==> src/fwsr_pkg.sv <==
package fwsr_pkg;

  // default sizes of the queue
  localparam int DEPTH_DEF = 16;
  localparam int WIDTH_DEF = 32;

  // stream port widths
  localparam int IN_DATA_W  = 32;
  localparam int IN_USER_W  = 2;
  localparam int OUT_DATA_W = 48;

  // result field widths
  localparam int DATA_OUT_W = 32;
  localparam int POS_W      = 4;
  localparam int COUNT_W    = 5;

  typedef enum logic [1:0] {
    CMD_ENQ,
    CMD_DEQ,
    CMD_CONTAINS,
    CMD_REMOVE
  } cmd_t;

  typedef enum logic [1:0] {
    ST_OK,
    ST_EMPTY,
    ST_FULL,
    ST_NOT_FOUND
  } status_t;

  typedef enum logic [2:0] {
    S_IDLE,
    S_ENQ,
    S_SCAN,
    S_SHIFT,
    S_DONE
  } state_t;

  // commands from controller to datapath
  typedef struct packed {
    logic    load;
    logic    set_st;
    status_t st;
    logic    enq;
    logic    scan;
    logic    shift;
    logic    deq;
    logic    out_load;
  } dp_ctrl_t;

  // status from datapath to controller
  typedef struct packed {
    logic empty;
    logic full;
    logic hit;
    logic walk_done;
  } dp_stat_t;

endpackage

==> src/fwsr_datapath.sv <==
module fwsr_datapath #(
  parameter int DEPTH = fwsr_pkg::DEPTH_DEF,
  parameter int WIDTH = fwsr_pkg::WIDTH_DEF
) (
  input  logic                               clk,
  input  logic                               rst,
  input  fwsr_pkg::dp_ctrl_t                 ctrl,
  output fwsr_pkg::dp_stat_t                 stat,
  input  logic [fwsr_pkg::IN_DATA_W-1:0]     value,
  output logic [fwsr_pkg::DATA_OUT_W-1:0]    out_data,
  output fwsr_pkg::status_t                  out_status,
  output logic [fwsr_pkg::POS_W-1:0]         out_position,
  output logic [fwsr_pkg::COUNT_W-1:0]       out_count,
  output logic                               out_empty
);
  import fwsr_pkg::*;

  localparam int IW = (DEPTH > 1) ? $clog2(DEPTH) : 1;
  localparam int CW = $clog2(DEPTH + 1);

  logic [WIDTH-1:0] mem [DEPTH];
  logic [WIDTH-1:0] rd_data;
  logic [WIDTH-1:0] word_r;
  logic [WIDTH-1:0] data_r;
  logic [CW-1:0]    fill;
  logic [CW-1:0]    ptr;
  logic [IW-1:0]    pend_idx;
  logic [IW-1:0]    base;
  logic             pend;
  logic             pend_first;
  logic             first;
  status_t          st_r;

  logic             issue;
  logic             hit;
  logic             walk_done;
  logic             full;
  logic [IW-1:0]    rd_addr;
  logic             wr_en;
  logic [IW-1:0]    wr_addr;
  logic [WIDTH-1:0] wr_data;

  // walk status
  assign issue     = ptr < fill;
  assign hit       = pend && (rd_data == word_r);
  assign walk_done = !pend && !issue;
  assign full      = fill == CW'(DEPTH);
  assign rd_addr   = issue ? ptr[IW-1:0] : '0;

  assign stat.empty     = fill == '0;
  assign stat.full      = full;
  assign stat.hit       = hit;
  assign stat.walk_done = walk_done;

  // write port select: tail append or gap closing
  always_comb begin
    wr_en   = 1'b0;
    wr_addr = fill[IW-1:0];
    wr_data = word_r;
    if (ctrl.enq && !full) begin
      wr_en = 1'b1;
    end else if (ctrl.shift && pend && !pend_first) begin
      wr_en   = 1'b1;
      wr_addr = pend_idx - 1'b1;
      wr_data = rd_data;
    end
  end

  // storage, one write and one registered read per cycle
  always_ff @(posedge clk) begin
    if (wr_en) begin
      mem[wr_addr] <= wr_data;
    end
    rd_data <= mem[rd_addr];
  end

  // fill count
  always_ff @(posedge clk) begin
    if (rst) begin
      fill <= '0;
    end else if (ctrl.enq && !full) begin
      fill <= fill + 1'b1;
    end else if (ctrl.shift && walk_done) begin
      fill <= fill - 1'b1;
    end
  end

  // walk pointer and in-flight read tracking
  always_ff @(posedge clk) begin
    if (rst) begin
      pend <= 1'b0;
    end else if (ctrl.load) begin
      pend <= 1'b0;
    end else if (ctrl.scan) begin
      pend <= hit ? 1'b0 : issue;
    end else if (ctrl.shift) begin
      pend <= issue;
    end
  end

  always_ff @(posedge clk) begin
    if (ctrl.load) begin
      word_r <= WIDTH'(value);
      data_r <= '0;
      base   <= '0;
      ptr    <= '0;
      first  <= 1'b1;
      st_r   <= ST_OK;
    end else if (ctrl.scan) begin
      if (hit) begin
        // restart the walk at the match for a possible removal
        base  <= pend_idx;
        ptr   <= CW'(pend_idx);
        first <= 1'b1;
      end else begin
        pend_idx <= ptr[IW-1:0];
        if (issue) begin
          ptr <= ptr + 1'b1;
        end
      end
    end else if (ctrl.shift) begin
      pend_idx   <= ptr[IW-1:0];
      pend_first <= first;
      if (issue) begin
        ptr   <= ptr + 1'b1;
        first <= 1'b0;
      end
      // head word of a dequeue
      if (pend && pend_first && ctrl.deq) begin
        data_r <= rd_data;
      end
    end
    if (ctrl.set_st) begin
      st_r <= ctrl.st;
    end
  end

  // result register
  always_ff @(posedge clk) begin
    if (ctrl.out_load) begin
      out_data     <= DATA_OUT_W'(data_r);
      out_status   <= st_r;
      out_position <= POS_W'(base);
      out_count    <= COUNT_W'(fill);
      out_empty    <= fill == '0;
    end
  end

endmodule

==> src/fwsr_ctrl.sv <==
module fwsr_ctrl (
  input  logic                           clk,
  input  logic                           rst,
  input  logic                           s_tvalid,
  output logic                           s_tready,
  input  logic [fwsr_pkg::IN_USER_W-1:0] s_tuser,
  output logic                           m_tvalid,
  input  logic                           m_tready,
  output fwsr_pkg::dp_ctrl_t             ctrl,
  input  fwsr_pkg::dp_stat_t             stat
);
  import fwsr_pkg::*;

  state_t state;
  state_t state_next;
  cmd_t   cmd_r;
  cmd_t   cmd_r_next;
  cmd_t   cmd_in;
  logic   out_valid;

  assign cmd_in   = cmd_t'(s_tuser);
  assign m_tvalid = out_valid;

  // state register
  always_ff @(posedge clk) begin
    if (rst) begin
      state <= S_IDLE;
      cmd_r <= CMD_ENQ;
    end else begin
      state <= state_next;
      cmd_r <= cmd_r_next;
    end
  end

  // result valid flag
  always_ff @(posedge clk) begin
    if (rst) begin
      out_valid <= 1'b0;
    end else if (ctrl.out_load) begin
      out_valid <= 1'b1;
    end else if (m_tready) begin
      out_valid <= 1'b0;
    end
  end

  // next state and datapath commands
  always_comb begin
    state_next    = state;
    cmd_r_next    = cmd_r;
    s_tready      = 1'b0;
    ctrl          = '0;
    ctrl.st       = ST_OK;
    ctrl.deq      = cmd_r == CMD_DEQ;
    unique case (state)
      S_IDLE: begin
        s_tready = 1'b1;
        if (s_tvalid) begin
          ctrl.load  = 1'b1;
          cmd_r_next = cmd_in;
          unique case (cmd_in)
            CMD_ENQ: state_next = S_ENQ;
            CMD_DEQ: begin
              if (stat.empty) begin
                ctrl.set_st = 1'b1;
                ctrl.st     = ST_EMPTY;
                state_next  = S_DONE;
              end else begin
                state_next = S_SHIFT;
              end
            end
            CMD_CONTAINS, CMD_REMOVE: state_next = S_SCAN;
            default: state_next = S_IDLE;
          endcase
        end
      end
      S_ENQ: begin
        ctrl.enq = 1'b1;
        if (stat.full) begin
          ctrl.set_st = 1'b1;
          ctrl.st     = ST_FULL;
        end
        state_next = S_DONE;
      end
      S_SCAN: begin
        ctrl.scan = 1'b1;
        if (stat.hit) begin
          state_next = (cmd_r == CMD_REMOVE) ? S_SHIFT : S_DONE;
        end else if (stat.walk_done) begin
          ctrl.set_st = 1'b1;
          ctrl.st     = ST_NOT_FOUND;
          state_next  = S_DONE;
        end
      end
      S_SHIFT: begin
        ctrl.shift = 1'b1;
        if (stat.walk_done) begin
          state_next = S_DONE;
        end
      end
      S_DONE: begin
        if (!out_valid || m_tready) begin
          ctrl.out_load = 1'b1;
          state_next    = S_IDLE;
        end
      end
      default: state_next = S_IDLE;
    endcase
  end

endmodule

==> src/fifo_with_search_and_remove.sv <==
// enqueue appends at the tail; dequeue closes the gap at the head, contains scans for
// the value, and remove scans for it and then closes the gap left by the match.
// these walks go through the storage with one write and one registered read port: a
// scan reads one entry a cycle, closing the gap moves one entry a cycle.
// synchronous active-high reset empties the queue and clears the handshakes;
// stored words are not cleared.
module fifo_with_search_and_remove #(
  parameter int DEPTH = fwsr_pkg::DEPTH_DEF,
  parameter int WIDTH = fwsr_pkg::WIDTH_DEF
) (
  input  logic                            clk,
  input  logic                            rst,
  input  logic                            s_tvalid,
  output logic                            s_tready,
  input  logic [fwsr_pkg::IN_DATA_W-1:0]  s_tdata,  // value[31:0]
  input  logic [fwsr_pkg::IN_USER_W-1:0]  s_tuser,  // cmd[1:0]
  output logic                            m_tvalid,
  input  logic                            m_tready,
  // data_out[31:0], status[33:32], position[37:34], count[42:38],
  // is_empty_flag[43], zero[47:44]
  output logic [fwsr_pkg::OUT_DATA_W-1:0] m_tdata
);
  import fwsr_pkg::*;

  dp_ctrl_t                ctrl;
  dp_stat_t                stat;
  logic [DATA_OUT_W-1:0]   out_data;
  status_t                 out_status;
  logic [POS_W-1:0]        out_position;
  logic [COUNT_W-1:0]      out_count;
  logic                    out_empty;

  fwsr_ctrl u_ctrl (
    .clk      (clk),
    .rst      (rst),
    .s_tvalid (s_tvalid),
    .s_tready (s_tready),
    .s_tuser  (s_tuser),
    .m_tvalid (m_tvalid),
    .m_tready (m_tready),
    .ctrl     (ctrl),
    .stat     (stat)
  );

  fwsr_datapath #(
    .DEPTH (DEPTH),
    .WIDTH (WIDTH)
  ) u_datapath (
    .clk          (clk),
    .rst          (rst),
    .ctrl         (ctrl),
    .stat         (stat),
    .value        (s_tdata),
    .out_data     (out_data),
    .out_status   (out_status),
    .out_position (out_position),
    .out_count    (out_count),
    .out_empty    (out_empty)
  );

  // result item packing
  assign m_tdata = {4'b0, out_empty, out_count, out_position, out_status, out_data};

endmodule

==> config.mk <==
export PLATFORM = sky130hd
export DESIGN_NAME = fifo_with_search_and_remove
export DESIGN_NICKNAME = d
export VERILOG_FILES = /design/src/fwsr_pkg.sv /design/src/fwsr_datapath.sv /design/src/fwsr_ctrl.sv /design/src/fifo_with_search_and_remove.sv
export SDC_FILE = /design/constraint.sdc
export NUM_CORES = 1
export LEC_CHECK = 0
export BUFFER_PORTS_ARGS = -buffer_cell sky130_fd_sc_hd__buf_2
export CORE_MARGIN = 5
export CORE_UTILIZATION = 50
export CTS_CLUSTER_DIAMETER = 120
export CTS_CLUSTER_SIZE = 30
export DETAILED_ROUTE_END_ITERATION = 16
export GPL_ROUTABILITY_DRIVEN = 1
export GPL_TIMING_DRIVEN = 0
export PLACE_DENSITY = 0.71
export SLEW_MARGIN = 30
export SYNTH_ARGS = -nofsm -noshare
export SYNTH_HDL_FRONTEND = slang
export SYNTH_SLANG_ARGS = --single-unit
==> constraint.sdc <==
create_clock -name clk -period 6.7 [get_ports clk]
set_clock_uncertainty 0.15 [all_clocks]
set_input_delay 0.67 -clock clk [delete_from_list [all_inputs] [get_ports clk]]
set_output_delay 0.67 -clock clk [all_outputs]
set_load 0.01 [all_outputs]
**Word level (Yosys, flattened, before mapping)**

Memory sizes are Yosys's and may differ from the RTL's. A register that Yosys moved wholly into a read port is not among the register bits.
Index checks and enable logic that the tools add are counted.

- Latch bits: 0
- Output and inout port bits: 50
- Word-level logic and storage cells: 123
- Input bits: 38
- Memories: 1
- Memory bits (read-only): 0
- Memory bits (writable): 512
- Register bits: 137

Memories:

| name | depth | bits a word | read ports | clocked after Yosys merged registers in | write ports | RTL line | RTL |
|---|---|---|---|---|---|---|---|
| u_datapath.mem | 16 | 32 | 1 | 1 | 1 | fwsr_datapath.sv:21 | `logic [WIDTH-1:0] mem [DEPTH];` |

- Equality and inequality tests: 15
- Order comparisons: 1
- Multipliers: 0
- Reduce and logical (&&, ||, !) cells: 31
- Mux-type cells: 51
- Bitwise logic cells: 2
- Div/mod/pow operators: 0
- Shifts and indexed selects: 0
- Add/sub/neg operators: 4

Operators with widths:

| cell | count |
|---|---|
| 32-bit 2-to-1 mux | 2 |
| 3-bit 2-to-1 mux | 11 |
| 32-bit equality test | 1 |
| 5-bit 2-to-1 mux | 6 |
| 4-bit 2-to-1 mux | 7 |
| 1-bit 2-to-1 mux | 20 |
| 3-bit one-hot mux with 3 select lines | 2 |
| 3-bit one-hot mux with 5 select lines | 1 |
| 3-bit AND reduction | 4 |
| 5-bit by 1-bit adder with 5-bit output, second input constant | 2 |
| 2-bit nonzero test | 5 |
| 1-bit logical AND | 8 |
| 2-bit equality test, second input constant | 3 |
| 3-bit by 2-bit equality test with 1-bit output, second input constant | 2 |
| 2-bit AND reduction | 3 |
| 5-bit equality test, second input constant | 1 |
| 1-bit zero test | 5 |
| 5-bit zero test | 1 |
| 5-bit < comparator | 1 |
| 5-bit by 1-bit subtractor with 5-bit output, second input constant | 1 |
| 2-bit by 1-bit equality test with 1-bit output, second input constant | 2 |
| 2-bit 2-to-1 mux | 2 |
| 2-bit by 1-bit != test with 1-bit output, second input constant | 2 |
| 2-bit != test, second input constant | 2 |
| 8 further kinds | 10 |

**Depth between registers and ports, before layout**

Gate-level depths: netlist (run 1).

- Word-level depth: 8
- Mapped depth: 13
- Gate-level depth less buffers: 9

**Modules after synthesis**

Synthesis (run 1) repeated with hierarchy kept, for this count alone.

- Cells, all modules: 1572
- Area, all modules: 26203.9 µm²

By module, submodules not included:

| module | area each (µm²) | cells an instance | seq. area each (µm²) | instances |
|---|---|---|---|---|
| fwsr_datapath | 25761.0 | 1512 | 19468.7 | 1 |
| fwsr_ctrl | 401.6 | 54 | 120.1 | 1 |
| fifo_with_search_and_remove | 41.3 | 6 | 0.0 | 1 |

**Least setup slack after synthesis (run 1)**

Ideal clock, no wire load.

- Kind: register -> register
- Start: register u_datapath.fill[0]
- End: memory u_datapath.mem[0][0] (netlist bit), enable pin
- Path slack: 3.298 ns
- Cell stages (with the launch flop): 7
- Library setup time: 0.421 ns
- Clock period less this slack: 3.402 ns
- Arrival: 2.831 ns
- Cell sequence: dfxtp_1 > buf_6 > nor4_2 > a2111o_2 > o22ai_1 > nand2_1 > nor2_1

- Cells in the longest elaborated chain, start to end: 6
- Elaborated cells on any way between the ends: 8
- Classes of those cells: eq/ne: 1; mux: 5; reduce/logical: 2

RTL lines:

| item | RTL line | RTL |
|---|---|---|
| from (decl) | fwsr_datapath.sv:25 | `logic [CW-1:0] fill;` |
| from (signal assigned) | fwsr_datapath.sv:82 | `fill <= fill + 1'b1;` |
| from (signal assigned) | fwsr_datapath.sv:84 | `fill <= fill - 1'b1;` |
| 5-bit equality test | fwsr_datapath.sv:47 | `assign full = fill == CW'(DEPTH);` |
| 1-bit zero test | fwsr_datapath.sv:60 | `if (ctrl.enq && !full) begin` |
| 1-bit logical AND | fwsr_datapath.sv:60 |  |
| 1-bit 2-to-1 mux | fwsr_datapath.sv:60 |  |
| 1-bit 2-to-1 mux | fwsr_datapath.sv:71 | `if (wr_en) begin` |
| 1-bit 2-to-1 mux (implied by the code) | fwsr_datapath.sv:72 | `mem[wr_addr] <= wr_data;` |
| to (decl) | fwsr_datapath.sv:21 |  |

Parallel ways exist; a longest one is shown, timed or not.

**Worst setup path after layout (run 1)**

- Start: register u_datapath.fill[1]
- End: register u_datapath.rd_data[13] (read register of u_datapath.mem)

- Cells in the longest elaborated chain, start to end: 2

RTL lines:

| item | RTL line | RTL |
|---|---|---|
| 5-bit < comparator | fwsr_datapath.sv:44 | `assign issue = ptr < fill;` |
| 4-bit 2-to-1 mux | fwsr_datapath.sv:48 | `assign rd_addr = issue ? ptr[IW-1:0] : '0;` |
| to (decl) | fwsr_datapath.sv:22 | `logic [WIDTH-1:0] rd_data;` |

No other way between the ends.
A chain may end at the register's enable or synchronous reset.

==> results.cfg, run 1 <==
[die]
die_y_um = 238.8
ioPinCount = 88
start_util_pct = 50.72
die_area_um2 = 57040
num_rows = 83
die_w_um = 238.8
fp.coreArea_um2 = 51610

[layout]
nets = 1541
fill_cells = 3742
syn_to_final_growth_pct = 12.02
utilization_pct = 56.82
layout-drive-gt1-share_pct = 22.95
layout_common_cells = 595 x edfxtp_1, 118 x buf_2, 86 x nand2_1, 86 x dfxtp_1, 67 x mux4_2
mostFrequentLayoutCell = edfxtp_1
diodes = 0
seq_area_um2 = 19590
multi_input_area_um2 = 6181

[yosys]
yosys_warnings = 0
ys.flop_type = edfxtp_1
seq_area_frac_synth_pct = 74.83
ys_async_sr_fraction_pct = 0
synthDistinctLibCells = 68
syn_area_um2 = 26180
synth-edff-count = 595
syn_area_per_cell_um2 = 19.51
syn_inst = 1342
synth_seq_cells = 681

[timing]
setup_violations = 0
tns_ns = 0
fin_crit_ns = 4.449
worst_slew_pin_slew_ns = 1.018
rsz0062_at_grt = false
max_slew_margin_pct = 32.10
period_share_pct = 66.40
fmax_mhz = 224.8
hold_violations = 0
timing.hold.ws_ns = 0.08177
slew_violations = 0

[clock_tree]
numCtsBuffers = 26
postCtsSetupBuffers = 0
ctsHoldBuffers = 0
cts_root_buf = clkbuf_16
ctsResizeCount = 0
path_clk_slew_ns = 0.12
clkLatencyLatePin_ns = 0.61
cts.sinks = 681
tritoncts = built
htree_levels = 1
cts_buffer_depth = 3

[drt]
firstDrtPassIters = 6
wl_per_cell_um = 28.44
wl_um = 62350
via_per_inst = 6.119
vias = 13410
drc = 0
drt_iter0_drc = 1707
ant_nets = 0

[global_route]
antenna_found_initial = 0
grt_max_degree = 32
grt_pass1_vias = 13140
gr-total-overflow = 0
track_usage_pct = 21.59
grt_pass1_wl_um = 90220

[pwr]
p_leak_uw = 0.009283
total_power_uw = 8517
p_per_area_nw_per_um2 = 290.4
peakVddDrop_mv = 0.1705

[setup_path]
startpoint = u_datapath.fill[1]
cp_data_arrival_time_ns = 4.81
required_ns = 7.06
worstPathMaxFanout = 10
r2r_cells = 13
endpoint_kind = register
r2r-start = u_datapath.fill[1]
critical_path_class = reg -> reg
start_kind = register

[worst_hold_path]
min_path_cells = 1
hold_start = s_tdata[0]
hold_path_class = in -> reg

[place]
gp_congestion = 0.8147
dp_hpwl_um = 41900
portBuffers = 83

[status]
status = complete, no violations

[job]
maxCapViolCount = 0
state kept, by name, indices dropped and copies added, names as in the netlist, 2 cells and up:
name and count:
u_datapath.rd_data 32, u_datapath.out_position 4, u_datapath.mem 512, u_ctrl.cmd_r 2, u_ctrl.state 3, u_datapath.st_r 2
u_datapath.ptr 5, u_datapath.base 4, u_datapath.out_data 32, u_datapath.out_status 2, u_datapath.out_count 5, u_datapath.word_r 32
u_datapath.data_r 32, u_datapath.pend_idx 4, u_datapath.fill 5
worst paths after layout:
check | end | slack (ns)
max reg2reg | u_datapath.rd_data[13] | 2.25
max | u_datapath.rd_data[13] | 2.25
min | u_datapath.word_r[0] | 0.08
min reg2reg | u_datapath.out_position[3] | 0.28
Yosys cell counts (all sizes together), types with 4 or more instances:
cell	number	area share, %
nor3	9	0.19
nor4	4	0.14
o21ai	7	0.18
a31oi	5	0.12
ha	10	0.48
mux4	127	12
a21oi	50	1.1
mux2	33	1.4
nand3	9	0.17
mux2i	7	0.27
and3	5	0.12
inv	11	0.16
o22ai	64	1.5
dfxtp	86	6.6
nand2b	4	0.096
nor2	63	0.90
xnor2	37	1.2
buf	59	1.9
clkbuf	10	0.14
edfxtp	595	68
nand2	87	1.3
nand4	13	0.31
cell families after synthesis:
group           share of synthesized area, %
flops                                  74.83
buf+inv                                2.222
xor+xnor                               1.305
compound gates                         3.608
simple gates                           3.996
fa+ha+maj                             0.5544
other cells                          0.01432
mux                                    13.47
metal layers:
layer  vias up  wire length, um  track usage, %  share of wire, %
met2       679            29560           34.05                47
met4         0             1973           6.174               3.2
met3       100             6086           4.361               9.8
li1       5711                -               -                 -
met5         -                0               0                 0
met1      6922            24720           31.16                40
power by group:
part / leakage, uW / switching (uW) / internal, uW
Sequential: 0.00610 / 180 / 4910
Clock: 0.000368 / 1220 / 795
Combinational: 0.00282 / 892 / 516
Total: 0.00928 / 2290 / 6220
through the flow:
step           setup WS, ns  cells  area [um^2]
2_1_floorplan         3.298   1345        26190
3_3_place_gp         0.8707   2108        27460
3_5_place_dp          2.311   2144        28520
4_1_cts               2.273   2192        29300
5_1_grt               2.112   2192        29330
6_report              2.251   2192        29330
worst max-delay path: stages, from the launching register on:
cell and delay (ns):
dfxtp_1 0.55, inv_1 0.12, ha_1 0.30, o211ai_1 0.29, o21ai_4 0.15, a21oi_4 0.28
buf_6 0.20, ha_1 0.16, buf_2 0.15, buf_2 0.25, clkbuf_1 0.79, mux4_1 0.67
o22ai_1 0.22, nor2_1 0.06
cell type report:
cell class	count	area share, %
Sequential cell	681	66.80
Inverter	12	0.1536
Tap cell	680	2.901
Buffer	69	1.847
Multi-Input combinational cell	583	21.08
Clock buffer	47	2.632
Timing Repair Buffer	119	4.565
Clock inverter	1	0.02560
(Power assumes the default switching activity.)
==> run 2: changes to the inputs <==
- clock period: 6.7 -> 4.2 ns (I/O delays scaled with it)
==> run 2 against run 1 <==
Against the previous run:
- clock-buffer cell count stayed put
- maximum frequency up 9.7%
- hold slack got worse by 0.022 ns
==> results.cfg, run 2 (synthesized netlist as in run 1, its figures left out) <==
[timing]
worst_slew_pin_slew_ns = 0.8956
rsz0062_at_grt = true
period_share_pct = 96.59
timing.hold.ws_ns = 0.05939
fmax_mhz = 246.5
fin_crit_ns = 4.057
max_slew_margin_pct = 40.29
slew_violations = 0
tns_ns = 0
hold_violations = 0
setup_violations = 0

[global_route]
grt_pass1_wl_um = 90680
grt_max_degree = 32
antenna_found_initial = 0
track_usage_pct = 21.70
grt_pass1_vias = 13240
gr-total-overflow = 0

[worst_hold_path]
hold_path_class = in -> reg

[die]
start_util_pct = 50.72
fp.coreArea_um2 = 51610
die_area_um2 = 57040
num_rows = 83
ioPinCount = 88
die_w_um = 238.8
die_y_um = 238.8

[layout]
largest_reg_flops = 512
mostFrequentLayoutCell = edfxtp_1
layout-drive-gt1-share_pct = 22.55
nets = 1577
layout_common_cells = 595 x edfxtp_1, 114 x buf_2, 86 x nand2_1, 86 x dfxtp_1, 67 x mux4_2
final_cells = 2228
utilization_pct = 57.55
syn_to_final_growth_pct = 13.46
largest-register = u_datapath.mem
diodes = 0

[pwr]
p_leak_uw = 0.009438
p_per_area_nw_per_um2 = 458.2
peakVddDrop_mv = 0.2699
total_power_uw = 13610

[setup_path]
cp_common_cell = ha_1
required_ns = 4.54
endpoint_kind = register
crit_buf_inv = 4
cpMaxStageDelayCell = clkbuf_1
cp_data_arrival_time_ns = 4.39
crit_chain = inv_1 > ha_1 > o211ai_1 > o21ai_4 > a21oi_4 > buf_6 > ha_1 > buf_2 > clkbuf_1 > mux4_1 > o22ai_1 > nor2_1
crit_family = buffers and inverters
worstPathMaxFanout = 10
crit_path_max_incr_delay_ns = 0.68
critical_path_class = reg -> reg
start_kind = register

[drt]
wl_um = 62400
drc = 0
wl_per_cell_um = 28.00
drt_iter0_drc = 1777
via_per_inst = 6.096
vias = 13580
ant_nets = 0
firstDrtPassIters = 5

[clock_tree]
htree_levels = 1
numCtsBuffers = 26
tritoncts = built
cts_root_buf = clkbuf_16
clkLatencyLatePin_ns = 0.61
cts.sinks = 681
path_clk_slew_ns = 0.12
cts_buffer_depth = 3
postCtsSetupBuffers = 0

[job]
maxCapViolCount = 0

[place]
portBuffers = 83
dp_hpwl_um = 41900
dp.cells = 2144
gp_congestion = 0.8147

[status]
status = complete, no violations
-- run 2: changes by cell type in the layout (fill, tap and decap cells not counted) --
| cell | before | now |
|---|---|---|
| dlygate4sd3_1 | 0 | 36 |
| clkbuf_4 | 1 | 6 |
| buf_2 | 118 | 114 |
| clkbuf_1 | 27 | 25 |
| buf_4 | 6 | 7 |
-- run 2: final timing paths --
kind	startpoint	endpoint	slack (ns)	depth (start not counted)
setup / recovery	u_datapath.fill[1]	u_datapath.rd_data[24]	0.14	12
hold / removal	m_tready	u_ctrl.m_tvalid	0.06	4
setup reg to reg	u_datapath.fill[1]	u_datapath.rd_data[24]	0.14	12
hold reg to reg	u_datapath.base[3]	u_datapath.out_position[3]	0.28	0
-- run 2: final cells by class --
cell class	instances	area (um^2)
tap	680	850.8
timing repair buffer	155	1699
clock inverter	1	7.507
sequential	681	19590
clock buffer	47	772.0
multi-input combinational	583	6181
fill	3708	21910
buffer	69	559.3
inverter	12	45.04
-- run 2: tightest hold or removal path, cell delays in order --
cell and delay [ns]:
buf_2 0.07, nor2b_1 0.08, a21oi_1 0.15, nor2_1 0.06
-- run 2: metal layers --
layer	part of all wire, %	GRT usage (%)
met1	39	31.23
met2	48	34.34
met3	9.9	4.338
met4	3.1	6.174
met5	0	0
-- run 2: stage by stage --
step | cell area [um^2] | worst slack (ns)
2_1_floorplan | 26190 | 0.7981
3_3_place_gp | 27460 | -1.629
3_5_place_dp | 28520 | -0.1887
4_1_cts | 29660 | 0.08679
5_1_grt | 29700 | -0.009802
6_report | 29700 | 0.1433
-- run 2: power breakdown --
group | internal, uW | switching, uW | total, uW
logic | 850 | 1430 | 2280
clock network | 1270 | 1940 | 3210
registers | 7840 | 286 | 8130
total | 9960 | 3650 | 13600
-- run 2: timing repair --
item                                    CTS  global route
hold endpoints to repair                 36             0
hold buffers                             36             0
endpoints found under the setup margin   20            16
resized for setup                         2             9
==> run 3: changes to the inputs <==
- clock period: 4.2 -> 5.2 ns (I/O delays scaled with it)
==> run 3 against run 2 <==
Against the previous run:
- utilization shrank 0.11 points
- maximum frequency down 8.3%
- first-iteration DRC count down 3.0%
- clock-buffer cell count unchanged
- sequential share of layout area increased by 0.13 points
- die area is the same
- design area decreased by 0.19%
- final cell count fell by 0.18%
- clock power down 19%
- via count shrank 0.57%
- non-clock buffer count fell by 4
==> results.cfg, run 3 (synthesized netlist as in run 1, its figures left out) <==
[timing]
worst_slew_pin_slew_ns = 0.9979
rsz0062_at_grt = false
setup_violations = 0
period_share_pct = 85.08
timing.hold.ws_ns = 0.02364
max_slew_margin_pct = 33.47
slew_violations = 0
fmax_mhz = 226.0
hold_violations = 0
fin_crit_ns = 4.424
tns_ns = 0

[layout]
layout_common_cells = 595 x edfxtp_1, 118 x buf_2, 86 x nand2_1, 86 x dfxtp_1, 67 x mux4_2
utilization_pct = 57.44
final_area_um2 = 29650
multi_input_area_um2 = 6181
mostFrequentLayoutCell = edfxtp_1
layout-drive-gt1-share_pct = 22.47
seq_area_um2 = 19590
syn_to_final_growth_pct = 13.24
largest_reg_flops = 512
nets = 1573
largest-register = u_datapath.mem
diodes = 0
fill_cells = 3711

[global_route]
track_usage_pct = 21.68
grt_max_degree = 32
grt.busiest_layer = met2
grt_pass1_vias = 13210
grt_pass1_wl_um = 90600
antenna_found_initial = 0
met3_usage_pct = 4.361
gr-total-overflow = 0
grt_use_met1_pct = 31.21
gr-usage-met2_pct = 34.28

[setup_path]
critical_path_class = reg -> reg
startpoint = u_datapath.fill[1]
r2r_slack_ns = 0.78
required_ns = 5.56
start_kind = register
cp_data_arrival_time_ns = 4.79
r2r-start = u_datapath.fill[1]
endpoint_kind = register
worstPathMaxFanout = 10

[pwr]
p_leak_uw = 0.009416
p_per_area_nw_per_um2 = 370.9
total_power_uw = 10990
peakVddDrop_mv = 0.2216

[status]
status = complete, no violations

[drt]
ant_nets = 0
drt_iter0_drc = 1724
via_per_inst = 6.073
drc = 0
vias = 13510
wl_um = 62490
wl_per_cell_um = 28.10
firstDrtPassIters = 5

[clock_tree]
cts_buffer_depth = 3
cts.sinks = 681
numCtsBuffers = 26
clkLatencyLatePin_ns = 0.61
tritoncts = built
cts_root_buf = clkbuf_16
htree_levels = 1
path_clk_slew_ns = 0.12

[place]
dpl_cell_area_um2 = 28520
portBuffers = 83
gp_congestion = 0.8147
dp_hpwl_um = 41900

[worst_hold_path]
hold_start = s_tuser[0]
hold_path_class = in -> reg

[job]
maxCapViolCount = 0

[die]
die_y_um = 238.8
num_rows = 83
start_util_pct = 50.72
ioPinCount = 88
die_w_um = 238.8
die_area_um2 = 57040
fp.coreArea_um2 = 51610
run 3: final cells by class:
cell class	instances	share of cell area, %
Inverter	12	0.1519
Buffer	69	1.827
Sequential cell	681	66.08
Multi-Input combinational cell	583	20.85
Tap cell	680	2.870
Clock inverter	1	0.02532
Clock buffer	47	2.604
Timing Repair Buffer	151	5.596
run 3: path summary, 6_finish.rpt:
| kind | end | cells after the start |
|---|---|---|
| setup / recovery | u_datapath.rd_data[13] | 13 |
| hold / removal | u_ctrl.cmd_r[0] | 3 |
| setup reg to reg | u_datapath.rd_data[13] | 13 |
| hold reg to reg | u_datapath.out_position[3] | 0 |
run 3: what timing repair did:
action                                  in CTS  in global routing
endpoints found under the hold margin       32                  0
resized for setup                            0                  0
hold buffers                                32                  0
endpoints found under the setup margin       0                  0
buffers inserted                             0                  0
run 3: worst max-delay path: stages, from the launching register on:
cell and delay, ns:
dfxtp_1 0.54, inv_1 0.12, ha_1 0.30, o211ai_1 0.28, o21ai_4 0.15, a21oi_4 0.28, buf_6 0.20, ha_1 0.16
buf_2 0.15, buf_2 0.25, clkbuf_1 0.77, mux4_1 0.67, o22ai_1 0.23, nor2_1 0.06
run 3: report_power, final:
group / total [uW] / switching, uW / internal (uW)
sequential: 6560 / 232 / 6330
combinational: 1830 / 1150 / 680
clock: 2600 / 1570 / 1020
total: 11000 / 2960 / 8040
run 3: layer usage:
metal / up-vias / routed length, um
met3: 104 / 6349
met1: 6911 / 24560
met2: 717 / 29620
li1: 5774 / -
met4: 0 / 1956
met5: - / 0
run 3: through the flow:
step	cells	setup slack, ns
after floorplan	1345	1.798
after global placement	2108	-0.6293
after detailed placement	2144	0.8113
after CTS	2224	0.7734
after global routing	2224	0.6117
final	2224	0.7758
